--- src/hw/rtl/sde_pkg.sv ---
package sde_pkg;

   // Microprogram step address
   typedef logic [2:0] step_type;

   localparam step_type STEP_ATK_MUL  = 3'd0;
   localparam step_type STEP_ATK_ADD  = 3'd1;
   localparam step_type STEP_REL_MUL  = 3'd2;
   localparam step_type STEP_REL_SUB  = 3'd3;
   localparam step_type STEP_GAIN_MUL = 3'd4;
   localparam step_type STEP_GAIN_SUB = 3'd5;
   localparam step_type STEP_OUT_MUL  = 3'd6;
   localparam step_type STEP_OUT_WR   = 3'd7;

   // Configuration register indexes
   typedef logic [1:0] csr_index_type;

   localparam csr_index_type CSR_ATTACK_COEFF  = 2'd0;
   localparam csr_index_type CSR_RELEASE_COEFF = 2'd1;
   localparam csr_index_type CSR_DUCK_DEPTH    = 2'd2;

   // Multiplier operand pairs
   typedef enum logic [1:0] {
      MUL_ATTACK,
      MUL_RELEASE,
      MUL_DEPTH,
      MUL_SAMPLE
   } mul_sel_type;

   // Post-multiply operations
   typedef enum logic [2:0] {
      ALU_NONE,
      ALU_ENV_ADD,
      ALU_ENV_SUB,
      ALU_GAIN,
      ALU_OUT
   } alu_op_type;

   // Sequencer branch kinds
   typedef enum logic [1:0] {
      JMP_NEXT,
      JMP_ALWAYS,
      JMP_CNT_ZERO
   } jump_type;

   typedef enum logic {
      SEQ_IDLE,
      SEQ_RUN
   } seq_state_type;

   // One microcode word
   typedef struct packed {
      mul_sel_type mul_sel;
      alu_op_type  alu_op;
      jump_type    jump;
      step_type    target;
      logic        cnt_dec;
      logic        last;
   } ucode_word_type;

   // Sequencer to datapath control
   typedef struct packed {
      logic        item_load;
      logic        exec;
      mul_sel_type mul_sel;
      alu_op_type  alu_op;
   } dp_ctrl_type;

   // Control store: attack loop, release, gain, output
   function automatic ucode_word_type ucode_rom(input step_type step);
      ucode_word_type w;
      w = '{MUL_ATTACK, ALU_NONE, JMP_NEXT, STEP_ATK_MUL, 1'b0, 1'b0};
      unique case (step)
         STEP_ATK_MUL:  w = '{MUL_ATTACK, ALU_NONE, JMP_CNT_ZERO, STEP_REL_MUL, 1'b0, 1'b0};
         STEP_ATK_ADD:  w = '{MUL_ATTACK, ALU_ENV_ADD, JMP_ALWAYS, STEP_ATK_MUL, 1'b1, 1'b0};
         STEP_REL_MUL:  w = '{MUL_RELEASE, ALU_NONE, JMP_NEXT, STEP_ATK_MUL, 1'b0, 1'b0};
         STEP_REL_SUB:  w = '{MUL_RELEASE, ALU_ENV_SUB, JMP_NEXT, STEP_ATK_MUL, 1'b0, 1'b0};
         STEP_GAIN_MUL: w = '{MUL_DEPTH, ALU_NONE, JMP_NEXT, STEP_ATK_MUL, 1'b0, 1'b0};
         STEP_GAIN_SUB: w = '{MUL_DEPTH, ALU_GAIN, JMP_NEXT, STEP_ATK_MUL, 1'b0, 1'b0};
         STEP_OUT_MUL:  w = '{MUL_SAMPLE, ALU_NONE, JMP_NEXT, STEP_ATK_MUL, 1'b0, 1'b0};
         STEP_OUT_WR:   w = '{MUL_SAMPLE, ALU_OUT, JMP_ALWAYS, STEP_ATK_MUL, 1'b0, 1'b1};
         default:       w = '{MUL_ATTACK, ALU_NONE, JMP_NEXT, STEP_ATK_MUL, 1'b0, 1'b0};
      endcase
      return w;
   endfunction

endpackage

--- src/hw/rtl/sde_ucode_seq.sv ---
module sde_ucode_seq
   import sde_pkg::*;
#(
   parameter int MAX_TRIGGERS = 3
) (
   input  logic        clock,
   input  logic        reset,
   input  logic        req_valid,
   output logic        req_stall,
   input  logic [1:0]  req_trigger_count,
   output logic        rsp_valid,
   input  logic        rsp_stall,
   output dp_ctrl_type dp_ctrl
);

   // Trigger count saturates at the configured maximum
   localparam int CapTrig = (MAX_TRIGGERS < 3) ? MAX_TRIGGERS : 3;
   localparam logic [1:0] CapTrigQ = 2'(CapTrig);

   seq_state_type  state_ff, state_in;
   step_type       step_ff, step_in;
   logic [1:0]     cnt_ff, cnt_in;
   logic           rsp_valid_ff, rsp_valid_in;
   ucode_word_type word;
   logic           item_accept;
   logic           waiting;
   logic           exec;
   logic [1:0]     trig_capped;

   assign word        = ucode_rom(step_ff);
   assign item_accept = req_valid && !req_stall;
   assign waiting     = (state_ff == SEQ_RUN) && word.last && rsp_valid_ff && rsp_stall;
   assign exec        = (state_ff == SEQ_RUN) && !waiting;
   assign trig_capped = (req_trigger_count > CapTrigQ) ? CapTrigQ : req_trigger_count;

   // Next state
   always_comb begin
      state_in = state_ff;
      unique case (state_ff)
         SEQ_IDLE: if (req_valid) state_in = SEQ_RUN;
         SEQ_RUN:  if (exec && word.last) state_in = SEQ_IDLE;
         default:  state_in = SEQ_IDLE;
      endcase
   end

   // Outputs of the state machine
   always_comb begin
      req_stall = 1'b1;
      unique case (state_ff)
         SEQ_IDLE: req_stall = 1'b0;
         SEQ_RUN:  req_stall = 1'b1;
         default:  req_stall = 1'b1;
      endcase
   end

   // Step counter and loop counter
   always_comb begin
      step_in = step_ff;
      cnt_in  = cnt_ff;
      if (item_accept) begin
         step_in = STEP_ATK_MUL;
         cnt_in  = trig_capped;
      end else if (exec) begin
         if (word.cnt_dec) cnt_in = cnt_ff - 2'd1;
         case (word.jump)
            JMP_NEXT:     step_in = step_ff + 3'd1;
            JMP_ALWAYS:   step_in = word.target;
            JMP_CNT_ZERO: step_in = (cnt_ff == 2'd0) ? word.target : step_ff + 3'd1;
            default:      step_in = step_ff + 3'd1;
         endcase
      end
   end

   // Result beat valid
   always_comb begin
      rsp_valid_in = rsp_valid_ff;
      if (rsp_valid_ff && !rsp_stall) rsp_valid_in = 1'b0;
      if (exec && word.last) rsp_valid_in = 1'b1;
   end

   always_ff @(posedge clock) begin
      if (reset) begin
         state_ff     <= SEQ_IDLE;
         step_ff      <= STEP_ATK_MUL;
         cnt_ff       <= 2'd0;
         rsp_valid_ff <= 1'b0;
      end else begin
         state_ff     <= state_in;
         step_ff      <= step_in;
         cnt_ff       <= cnt_in;
         rsp_valid_ff <= rsp_valid_in;
      end
   end

   assign rsp_valid         = rsp_valid_ff;
   assign dp_ctrl.item_load = item_accept;
   assign dp_ctrl.exec      = exec;
   assign dp_ctrl.mul_sel   = word.mul_sel;
   assign dp_ctrl.alu_op    = word.alu_op;

`ifndef NO_ASSERTIONS
   a_done_gives_beat: assert property (@(posedge clock) disable iff (reset)
      (exec && word.last) |=> rsp_valid_ff)
      else $error("finished item did not raise result valid");

   a_no_count_underflow: assert property (@(posedge clock) disable iff (reset)
      (exec && word.cnt_dec) |-> (cnt_ff != 2'd0))
      else $error("trigger loop ran past zero");

   a_wait_holds_step: assert property (@(posedge clock) disable iff (reset)
      waiting |=> (step_ff == $past(step_ff)))
      else $error("step moved while output was blocked");
`endif

endmodule

--- src/hw/rtl/sde_datapath.sv ---
module sde_datapath
   import sde_pkg::*;
#(
   parameter int SAMPLE_WIDTH = 16,
   parameter int FRAC_BITS    = 16
) (
   input  logic                      clock,
   input  logic                      reset,
   input  dp_ctrl_type               dp_ctrl,
   input  logic signed [SAMPLE_WIDTH-1:0] req_sample_in,
   input  logic [FRAC_BITS:0]        attack_coeff,
   input  logic [FRAC_BITS:0]        release_coeff,
   input  logic [FRAC_BITS:0]        duck_depth,
   output logic signed [SAMPLE_WIDTH-1:0] rsp_ducked_sample,
   output logic [FRAC_BITS:0]        rsp_envelope_level
);

   localparam int CW = FRAC_BITS + 1;
   localparam int SW = SAMPLE_WIDTH;
   localparam int AW = (CW > SW) ? CW : SW;
   localparam int PW = AW + CW;
   localparam logic [CW-1:0] OneQ = {1'b1, {FRAC_BITS{1'b0}}};

   logic [CW-1:0] env_ff, env_in;
   logic [CW-1:0] gain_ff, gain_in;
   logic [PW-1:0] prod_ff, prod_in;
   logic [SW-1:0] mag_ff, mag_in;
   logic          neg_ff, neg_in;
   logic [SW-1:0] out_sample_ff, out_sample_in;
   logic [CW-1:0] out_env_ff, out_env_in;

   logic [SW-1:0] raw;
   logic [AW-1:0] op_a;
   logic [CW-1:0] op_b;
   logic [CW-1:0] prod_q;
   logic [SW-1:0] prod_s;
   logic [CW-1:0] env_diff;

   // Sign and magnitude of the incoming sample
   assign raw    = req_sample_in;
   assign neg_in = dp_ctrl.item_load ? raw[SW-1] : neg_ff;
   assign mag_in = dp_ctrl.item_load ? (raw[SW-1] ? (~raw + SW'(1)) : raw) : mag_ff;

   // Shared multiplier operand select
   always_comb begin
      op_a = AW'(attack_coeff);
      op_b = OneQ - env_ff;
      case (dp_ctrl.mul_sel)
         MUL_ATTACK:  begin op_a = AW'(attack_coeff);  op_b = OneQ - env_ff; end
         MUL_RELEASE: begin op_a = AW'(release_coeff); op_b = env_ff; end
         MUL_DEPTH:   begin op_a = AW'(duck_depth);    op_b = env_ff; end
         MUL_SAMPLE:  begin op_a = AW'(mag_ff);        op_b = gain_ff; end
         default:     begin op_a = AW'(attack_coeff);  op_b = OneQ - env_ff; end
      endcase
   end

   assign prod_in = dp_ctrl.exec ? (PW'(op_a) * PW'(op_b)) : prod_ff;

   // Product back in Q1.F
   assign prod_q   = CW'(prod_ff >> FRAC_BITS);
   assign prod_s   = SW'(prod_ff >> FRAC_BITS);
   assign env_diff = env_ff - prod_q;

   // Post-multiply update
   always_comb begin
      env_in        = env_ff;
      gain_in       = gain_ff;
      out_sample_in = out_sample_ff;
      out_env_in    = out_env_ff;
      if (dp_ctrl.exec) begin
         case (dp_ctrl.alu_op)
            ALU_ENV_ADD: env_in  = env_ff + prod_q;
            ALU_ENV_SUB: env_in  = (env_diff > OneQ) ? OneQ : env_diff;
            ALU_GAIN:    gain_in = OneQ - prod_q;
            ALU_OUT: begin
               out_sample_in = neg_ff ? (~prod_s + SW'(1)) : prod_s;
               out_env_in    = env_ff;
            end
            default: ;
         endcase
      end
   end

   // Envelope is block state; the rest is payload
   always_ff @(posedge clock) begin
      if (reset) begin
         env_ff <= '0;
      end else begin
         env_ff <= env_in;
      end
   end

   always_ff @(posedge clock) begin
      gain_ff       <= gain_in;
      prod_ff       <= prod_in;
      mag_ff        <= mag_in;
      neg_ff        <= neg_in;
      out_sample_ff <= out_sample_in;
      out_env_ff    <= out_env_in;
   end

   assign rsp_ducked_sample  = $signed(out_sample_ff);
   assign rsp_envelope_level = out_env_ff;

`ifndef NO_ASSERTIONS
   a_env_in_range: assert property (@(posedge clock) disable iff (reset)
      env_ff <= OneQ)
      else $error("envelope above one");

   a_gain_in_range: assert property (@(posedge clock) disable iff (reset)
      (dp_ctrl.exec && dp_ctrl.alu_op == ALU_GAIN) |=> (gain_ff <= OneQ))
      else $error("gain above one");

   a_out_no_growth: assert property (@(posedge clock) disable iff (reset)
      (dp_ctrl.exec && dp_ctrl.alu_op == ALU_OUT) |-> (prod_s <= mag_ff))
      else $error("scaled magnitude exceeds input magnitude");
`endif

endmodule

--- src/hw/rtl/sidechain_ducking_envelope.sv ---
// Sidechain ducker: one signed sample per beat in, one ducked sample and the
// updated Q1.16 envelope out. Each trigger on the beat pulls the envelope
// toward one by the attack fraction, then the release fraction decays it and
// the sample is scaled by one minus depth times envelope, truncated toward
// zero. The microprogram runs one step per clock, except while held as below,
// on one shared multiplier: two steps per trigger, one step that leaves the
// trigger loop and six for release, gain and output, with the trigger
// count capped at MAX_TRIGGERS. The result beat is registered after the
// output step, and no new beat is taken until the sequencer is back in
// idle. A result still stalled when the next beat reaches its last step
// holds that step until the result is taken. Coefficient writes above one
// saturate to one; writes to an unused index are dropped. Write registers
// only while no beat is in flight.
module sidechain_ducking_envelope
   import sde_pkg::*;
#(
   parameter int SAMPLE_WIDTH = 16,
   parameter int MAX_TRIGGERS = 3,
   parameter int FRAC_BITS    = 16
) (
   input  logic                           clock,
   input  logic                           reset,
   input  logic                           req_valid,
   output logic                           req_stall,
   input  logic signed [SAMPLE_WIDTH-1:0] req_sample_in,
   input  logic [1:0]                     req_trigger_count,
   output logic                           rsp_valid,
   input  logic                           rsp_stall,
   output logic signed [SAMPLE_WIDTH-1:0] rsp_ducked_sample,
   output logic [FRAC_BITS:0]             rsp_envelope_level,
   input  logic                           csr_write_enable,
   input  logic [1:0]                     csr_index,
   input  logic [FRAC_BITS:0]             csr_write_data
);

   localparam int CW = FRAC_BITS + 1;
   localparam logic [CW-1:0] OneQ       = {1'b1, {FRAC_BITS{1'b0}}};
   localparam logic [CW-1:0] ReleaseRst = CW'(64);

   logic [CW-1:0] attack_coeff_ff, attack_coeff_in;
   logic [CW-1:0] release_coeff_ff, release_coeff_in;
   logic [CW-1:0] duck_depth_ff, duck_depth_in;
   logic [CW-1:0] csr_sat;
   dp_ctrl_type   dp_ctrl;

   // Coefficient registers, saturated to one on write
   assign csr_sat = (csr_write_data > OneQ) ? OneQ : csr_write_data;

   always_comb begin
      attack_coeff_in  = attack_coeff_ff;
      release_coeff_in = release_coeff_ff;
      duck_depth_in    = duck_depth_ff;
      if (csr_write_enable) begin
         unique case (csr_index)
            CSR_ATTACK_COEFF:  attack_coeff_in  = csr_sat;
            CSR_RELEASE_COEFF: release_coeff_in = csr_sat;
            CSR_DUCK_DEPTH:    duck_depth_in    = csr_sat;
            default: ;
         endcase
      end
   end

   always_ff @(posedge clock) begin
      if (reset) begin
         attack_coeff_ff  <= OneQ;
         release_coeff_ff <= ReleaseRst;
         duck_depth_ff    <= OneQ;
      end else begin
         attack_coeff_ff  <= attack_coeff_in;
         release_coeff_ff <= release_coeff_in;
         duck_depth_ff    <= duck_depth_in;
      end
   end

   sde_ucode_seq #(
      .MAX_TRIGGERS(MAX_TRIGGERS)
   ) u_seq (
      .clock             (clock),
      .reset             (reset),
      .req_valid         (req_valid),
      .req_stall         (req_stall),
      .req_trigger_count (req_trigger_count),
      .rsp_valid         (rsp_valid),
      .rsp_stall         (rsp_stall),
      .dp_ctrl           (dp_ctrl)
   );

   sde_datapath #(
      .SAMPLE_WIDTH(SAMPLE_WIDTH),
      .FRAC_BITS   (FRAC_BITS)
   ) u_dp (
      .clock              (clock),
      .reset              (reset),
      .dp_ctrl            (dp_ctrl),
      .req_sample_in      (req_sample_in),
      .attack_coeff       (attack_coeff_ff),
      .release_coeff      (release_coeff_ff),
      .duck_depth         (duck_depth_ff),
      .rsp_ducked_sample  (rsp_ducked_sample),
      .rsp_envelope_level (rsp_envelope_level)
   );

`ifndef NO_ASSERTIONS
   a_attack_sat: assert property (@(posedge clock) disable iff (reset)
      attack_coeff_ff <= OneQ)
      else $error("attack coefficient above one");

   a_release_sat: assert property (@(posedge clock) disable iff (reset)
      release_coeff_ff <= OneQ)
      else $error("release coefficient above one");

   a_depth_sat: assert property (@(posedge clock) disable iff (reset)
      duck_depth_ff <= OneQ)
      else $error("depth above one");
`endif

endmodule
--- config.mk ---
export PLATFORM = sky130hd
export DESIGN_NAME = sidechain_ducking_envelope
export DESIGN_NICKNAME = d
export VERILOG_FILES = /design/src/hw/rtl/sde_pkg.sv /design/src/hw/rtl/sde_ucode_seq.sv /design/src/hw/rtl/sde_datapath.sv /design/src/hw/rtl/sidechain_ducking_envelope.sv
export SDC_FILE = /design/constraint.sdc
export NUM_CORES = 1
export LEC_CHECK = 0
export BUFFER_PORTS_ARGS = -buffer_cell sky130_fd_sc_hd__buf_2
export CAP_MARGIN = 30
export CORE_AREA = 4 4 252 254
export CTS_BUF_LIST = sky130_fd_sc_hd__clkbuf_8 sky130_fd_sc_hd__clkbuf_16
export DETAILED_ROUTE_END_ITERATION = 8
export DIE_AREA = 0 0 256 258
export GPL_ROUTABILITY_DRIVEN = 0
export HOLD_SLACK_MARGIN = 0.02
export SLEW_MARGIN = 40
export SYNTH_ARGS = -nofsm -noshare
export SYNTH_HDL_FRONTEND = slang
export SYNTH_SLANG_ARGS = --single-unit
--- constraint.sdc ---
create_clock -name clock -period 13.66 [get_ports clock]
set_input_delay 2.049 -clock clock [delete_from_list [all_inputs] [get_ports clock]]
set_output_delay 2.049 -clock clock [all_outputs]
set_load 0.05 [all_outputs]
## Word-level counts from Yosys, hierarchy flattened

Memory sizes are Yosys's and may differ from the RTL's. A register that Yosys moved wholly into a read port is not among the register bits.
Index checks and enable logic that the tools add are counted.

- Bits in registers: 175
- Bits in latches: 0
- Memory bits (writable): 0
- ROM bits: 80
- Bits of input ports: 42
- Output and inout port bits: 35
- Logic and storage cells: 89
- Memories: 1

Memories:

| memory | depth | bits a word | read ports | clocked after memory_dff | wr ports | RTL line | source |
|---|---|---|---|---|---|---|---|
| (name not given) | 8 | 10 | 1 | 1 | 0 | sde_pkg.sv:73 | `unique case (step)` |

- Add/sub/neg operators: 8
- Multiply operators: 1
- Divide/modulo/power cells: 0
- Magnitude comparators: 3
- Eq/ne operators: 11
- Shifts and indexed selects: 0
- Mux-type cells: 21
- Bitwise logic cells: 3
- Reductions and logical operators: 26

Operator list:

| kind | number |
|---|---|
| $pmux 17 s4 | 1 |
| $pmux 17 s3 | 1 |
| $gt 17x17->1 const B | 2 |
| $mux 17 | 2 |
| $pmux 17 s2 | 1 |
| $sub 17x17->17 const A | 2 |
| $mul 17x17->33 | 1 |
| $add 16x1->16 const B | 2 |
| $not 16->16 | 2 |
| $add 17x17->17 | 1 |
| $sub 17x17->17 | 1 |
| $mux 16 | 1 |
| $mux 15 | 1 |
| $reduce_and 2->1 | 7 |
| $mux 3 | 3 |
| $eq 2x2->1 const B | 4 |
| $mux 2 | 4 |
| $reduce_bool 2->1 | 4 |
| $logic_and 1x1->1 | 7 |
| $eq 2x1->1 const B | 3 |
| $eq 3x2->1 const B | 2 |
| $logic_not 2->1 | 3 |
| $pmux 3 s2 | 1 |
| $mux 1 | 4 |
| other kinds (9) | 13 |

## Longest topological paths before layout

- Depth after elaboration: 8
- Gate-level depth with buffers: 32
- Depth with buffers taken out: 31

## Cells and area by module

A second synthesis with hierarchy kept.

- Cell total of the unflattened synthesis: 2,086
- Area, all modules: 18,405.2 um2

By module, submodules not included:

| module | times used | cells an instance | area an instance (um2) | seq. area each (um2) |
|---|---|---|---|---|
| sde_datapath | 1 | 1,769 | 15,743.8 | 2,862.7 |
| sidechain_ducking_envelope | 1 | 242 | 1,934.4 | 1,021.0 |
| sde_ucode_seq | 1 | 75 | 726.9 | 300.3 |

## Least setup slack after synthesis

No wires, ideal clock.

- Path kind: register to register
- From: register u_dp.env_ff[0]
- To: register u_dp.prod_ff[32] (data pin)
- Setup time: 260 ps
- Arrival: 8,022 ps
- Setup slack: 5,378 ps
- Stages on the path, launching flop included: 30
- Buffers on the path: 1
- Period minus slack after synthesis: 8,282 ps
- Cell sequence: dfxtp_1 or3_1 or3_1 or3_4 or3_4 or3_4 nor3_1 a21o_1 a221o_1 buf_2 nand2_1 fa_1 inv_1 fa_1 ha_1 fa_1 fa_1 inv_1 fa_1 inv_1 ha_1 a211o_1 a211oi_1 o211ai_1 nor4bb_1 o22a_1 a2111oi_0 o21ai_0 a31oi_1 xnor2_1

- Word-level cells in the longest chain between the ends: 3

Ends and longest elaborated chain:

| what | RTL line | source |
|---|---|---|
| from (decl) | sde_datapath.sv:24 | `logic [CW-1:0] env_ff, env_in;` |
| from (signal assigned) | sde_datapath.sv:89 | `env_ff <= env_in;` |
| $sub 17x17->17 | -- |  |
| $pmux 17 s3 * | sde_datapath.sv:48 | `case (dp_ctrl.mul_sel)` |
| $mul 17x17->33 * | sde_datapath.sv:57 | `assign prod_in = dp_ctrl.exec ? (PW'(op_a) * PW'(op_b)) : prod_ff;` |
| to (signal assigned) | sde_datapath.sv:95 | `prod_ff <= prod_in;` |
| to (decl) | sde_datapath.sv:26 | `logic [PW-1:0] prod_ff, prod_in;` |

Mark *: on every way between the ends. The rest lies on a longest branch, timed or not.
A chain may end at the register's enable or synchronous reset.

## Worst setup path in the final report

- From: register u_dp.env_ff[1]
- To: register u_dp.prod_ff[32] (data pin)

The elaborated chain is that of the path after synthesis.

==> metrics.md <==
| Metric | Value |
|---|---|
| Status | `completed` |
| Mapped Area | `18200 um2` |
| Hold depth | `2` |
| Post-synthesis async set-or-reset flop share | `0%` |
| CTS tree | `done` |
| Core area | `61300 um2` |
| Die width | `256 um` |
| Final setup TNS | `0 ps` |
| Post-CTS Setup Bufs | `0` |
| Final worst path period share | `67.3%` |
| Initial antenna violation count | `1` |
| GRT overflow | `0` |
| Clock transition at path regs | `80 ps` |
| Final hold vios | `0` |
| Vias | `14500` |
| Post-layout util | `32.8%` |
| Post-synth top flop | `edfxtp_1` |
| Placed Instances | `2867` |
| WP data arrival | `9430 ps` |
| Placement Cell Area | `19500 um2` |
| CTS Buffer Depth | `2` |
| Worst-Margin Slew | `845 ps` |
| CTS Buf Count | `17` |
| Crit end category | `register` |
| Clock sink count | `167` |
| Final Instance Area | `20100 um2` |
| Crit path launch type | `register` |
| Final hold slack | `456 ps` |
| P&R area growth vs syn | `10.3%` |
| DRT Pass-1 Iters | `5` |
| Peak Freq | `109 MHz` |
| Final non-filler cell total | `2902` |
| GRT Total Usage | `15.2%` |
| Starting Density | `29.7%` |
| Layout Skew | `17.9 ps` |
| Max Cap Viol | `0` |
| Most common cell on crit path | `fa_1` |
| Die height | `258 um` |
| Largest net degree at the start of global routing | `68` |
| Share of post-route cells with drive strength above 1 | `8.38%` |
| Syn Nets | `2467` |
| Slew Viols, Final | `0` |
| Post-synth EDFFs | `84` |
| Met3 usage | `3.11%` |
| PortBufs | `76` |
| Seq/Total Area, Yosys | `23.0%` |
| Library cells used by synthesis | `75` |
| R2R Setup Slk | `4460 ps` |
| Power per cell area | `79.2 nW/um2` |
| Slowest CP cell | `a2111oi_1` |
| CTS Hold Bufs | `0` |
| First-pass GRT wire length | `80500 um` |
| Place WS | `4510 ps` |
| Final ANT Viol Nets | `0` |
| Min-delay src | `attack_coeff_ff[13]` |
| HP Class | `register to register` |
| Mapped Cells | `2057` |
| Crit path max fanout | `13` |
| Unrepaired setup endpoints after global routing | `false` |
| Synth Register Bits | `167` |
| Drt first-iter violations | `1137` |
| HPWL after DPL | `39500 um` |
| CP Data Required Time | `13890 ps` |
| Relative slew margins | `42.6%` |
| Area of the die | `66000 um2` |
| Leak pwr | `9.07 nW` |
| Wire per inst | `17.4 um` |
| Busiest layer in global routing | `met2` |
| H-tree depth | `4` |
| DRC | `0` |
| Total power | `1.59 mW` |
| Rows | `91` |
| Nets | `2508` |
| Vias per cell | `5.00` |
| M2 GR Usage | `25.6%` |
| Cells on worst reg2reg path | `28` |
| VDD IR max | `94.1 uV` |
| Met1 Resource Use GR | `20.2%` |
| Total wire length | `50500 um` |
| Top Ports | `77` |
| Critical R2R Launch | `u_dp.env_ff[1]` |
| Min Tclk post-route | `9200 ps` |
| Post-CTS resize count | `0` |
| Crit path from | `u_dp.env_ff[1]` |
| Vias in the first global route | `14800` |
| Setup WS post-layout | `4460 ps` |
| Synth warn | `0` |
| Worst skew pair latency | `480 ps` |
| Root Driver | `clkbuf_16` |
| WS Path Type | `register to register` |
| Final setup viols | `0` |
| Worst stage delay on the critical path | `660 ps` |
| Synth Area per Inst | `8.86 um2` |
## flip-flops by register name, indices dropped and copies added (netlist names), 16 cells and up
signal / cells
attack_coeff_ff: 17
duck_depth_ff: 17
release_coeff_ff: 17
u_dp.env_ff: 17
u_dp.gain_ff: 17
u_dp.prod_ff: 17
u_dp.rsp_envelope_level: 17
u_dp.mag_ff: 16
u_dp.rsp_ducked_sample: 16
## cell usage after synthesis (all sizes together), types with 10 or more instances
cell type,n,area (um2)
inv,336,1260
nand2,332,1250
fa,223,4460
nor2,146,548
ha,145,1810
a21oi,120,601
edfxtp,84,2520
dfxtp,83,1660
clkbuf,75,322
xnor2,75,657
o21ai,45,225
nor3,43,220
and2,31,196
nor2b,30,188
nand2b,21,131
a21o,19,144
or3,17,121
mux2i,16,160
xor2,15,131
a22oi,13,97.6
o21a,12,90.1
o31ai,12,90.1
mux2,11,124
nand3,11,55.1
nor4,10,62.6
## metal layers
layer	wire length, um	up-vias
li1	-	6732
met1	21900	7197
met2	23900	507
met3	3710	71
met4	1020	0
met5	0	-
## placed cells by master, fill, tap and decap left out, types with 10 or more instances in the layout
master and n:
inv_1 336, nand2_1 332, fa_1 223, nor2_1 146, ha_1 144, a21oi_1 117
edfxtp_1 84, dfxtp_1 83, buf_2 76, xnor2_1 75, o21ai_0 43, nor3_1 42
and2_1 29, nor2b_1 27, buf_4 24, nand2b_1 21, a21o_1 18, clkbuf_16 17
xor2_1 15, or3_1 14, a22oi_1 13, o21a_1 12, o31ai_1 12, nand3_1 11
mux2_2 10
## cell type report
cell class,count,area (um2)
clock inverters,15,141
flip-flops and latches,167,4180
multi-input cells,1471,12500
diodes,1,2.50
inverters,339,1270
repair buffers,102,583
well taps,790,988
fillers,6377,41200
clock buffers,17,425
## worst paths after layout
| kind | endpoint |
|---|---|
| worst max-delay path | u_dp.prod_ff[32] |
| worst min-delay path | attack_coeff_ff[13] |
| worst max register to register | u_dp.prod_ff[32] |
| worst min register to register | attack_coeff_ff[13] |
## kinds of logic after synthesis
logic type                 synth area share [%]
muxes                                      1.56
xor gates and xnor gates                   4.33
buffers and inverters                      8.95
AOI/OAI and AO/OA                          11.1
adders and majority gates                  34.5
DFF                                        23.0
and+or+nand+nor                            16.7
## report_power, final
| group | total (mW) | switching [mW] | internal [mW] | leakage [nW] |
|---|---|---|---|---|
| sequential | 0.582 | 0.0233 | 0.559 | 1.46 |
| clock | 0.477 | 0.223 | 0.255 | 0.274 |
| combinational | 0.533 | 0.340 | 0.193 | 7.34 |
## worst max-delay path, delay by kind of cell (launching register included)
| kind | cells | cell delay [ps] |
|---|---|---|
| adder cells (fa/ha/maj) | 7 | 3000 |
| AO/OA/AOI/OAI | 9 | 2900 |
| AND/OR/NAND/NOR | 8 | 2390 |
| flip-flops | 1 | 390 |
| buffers and inverters | 3 | 160 |
| XOR/XNOR | 1 | 100 |
No activity file was read; power rests on OpenSTA's default activity.
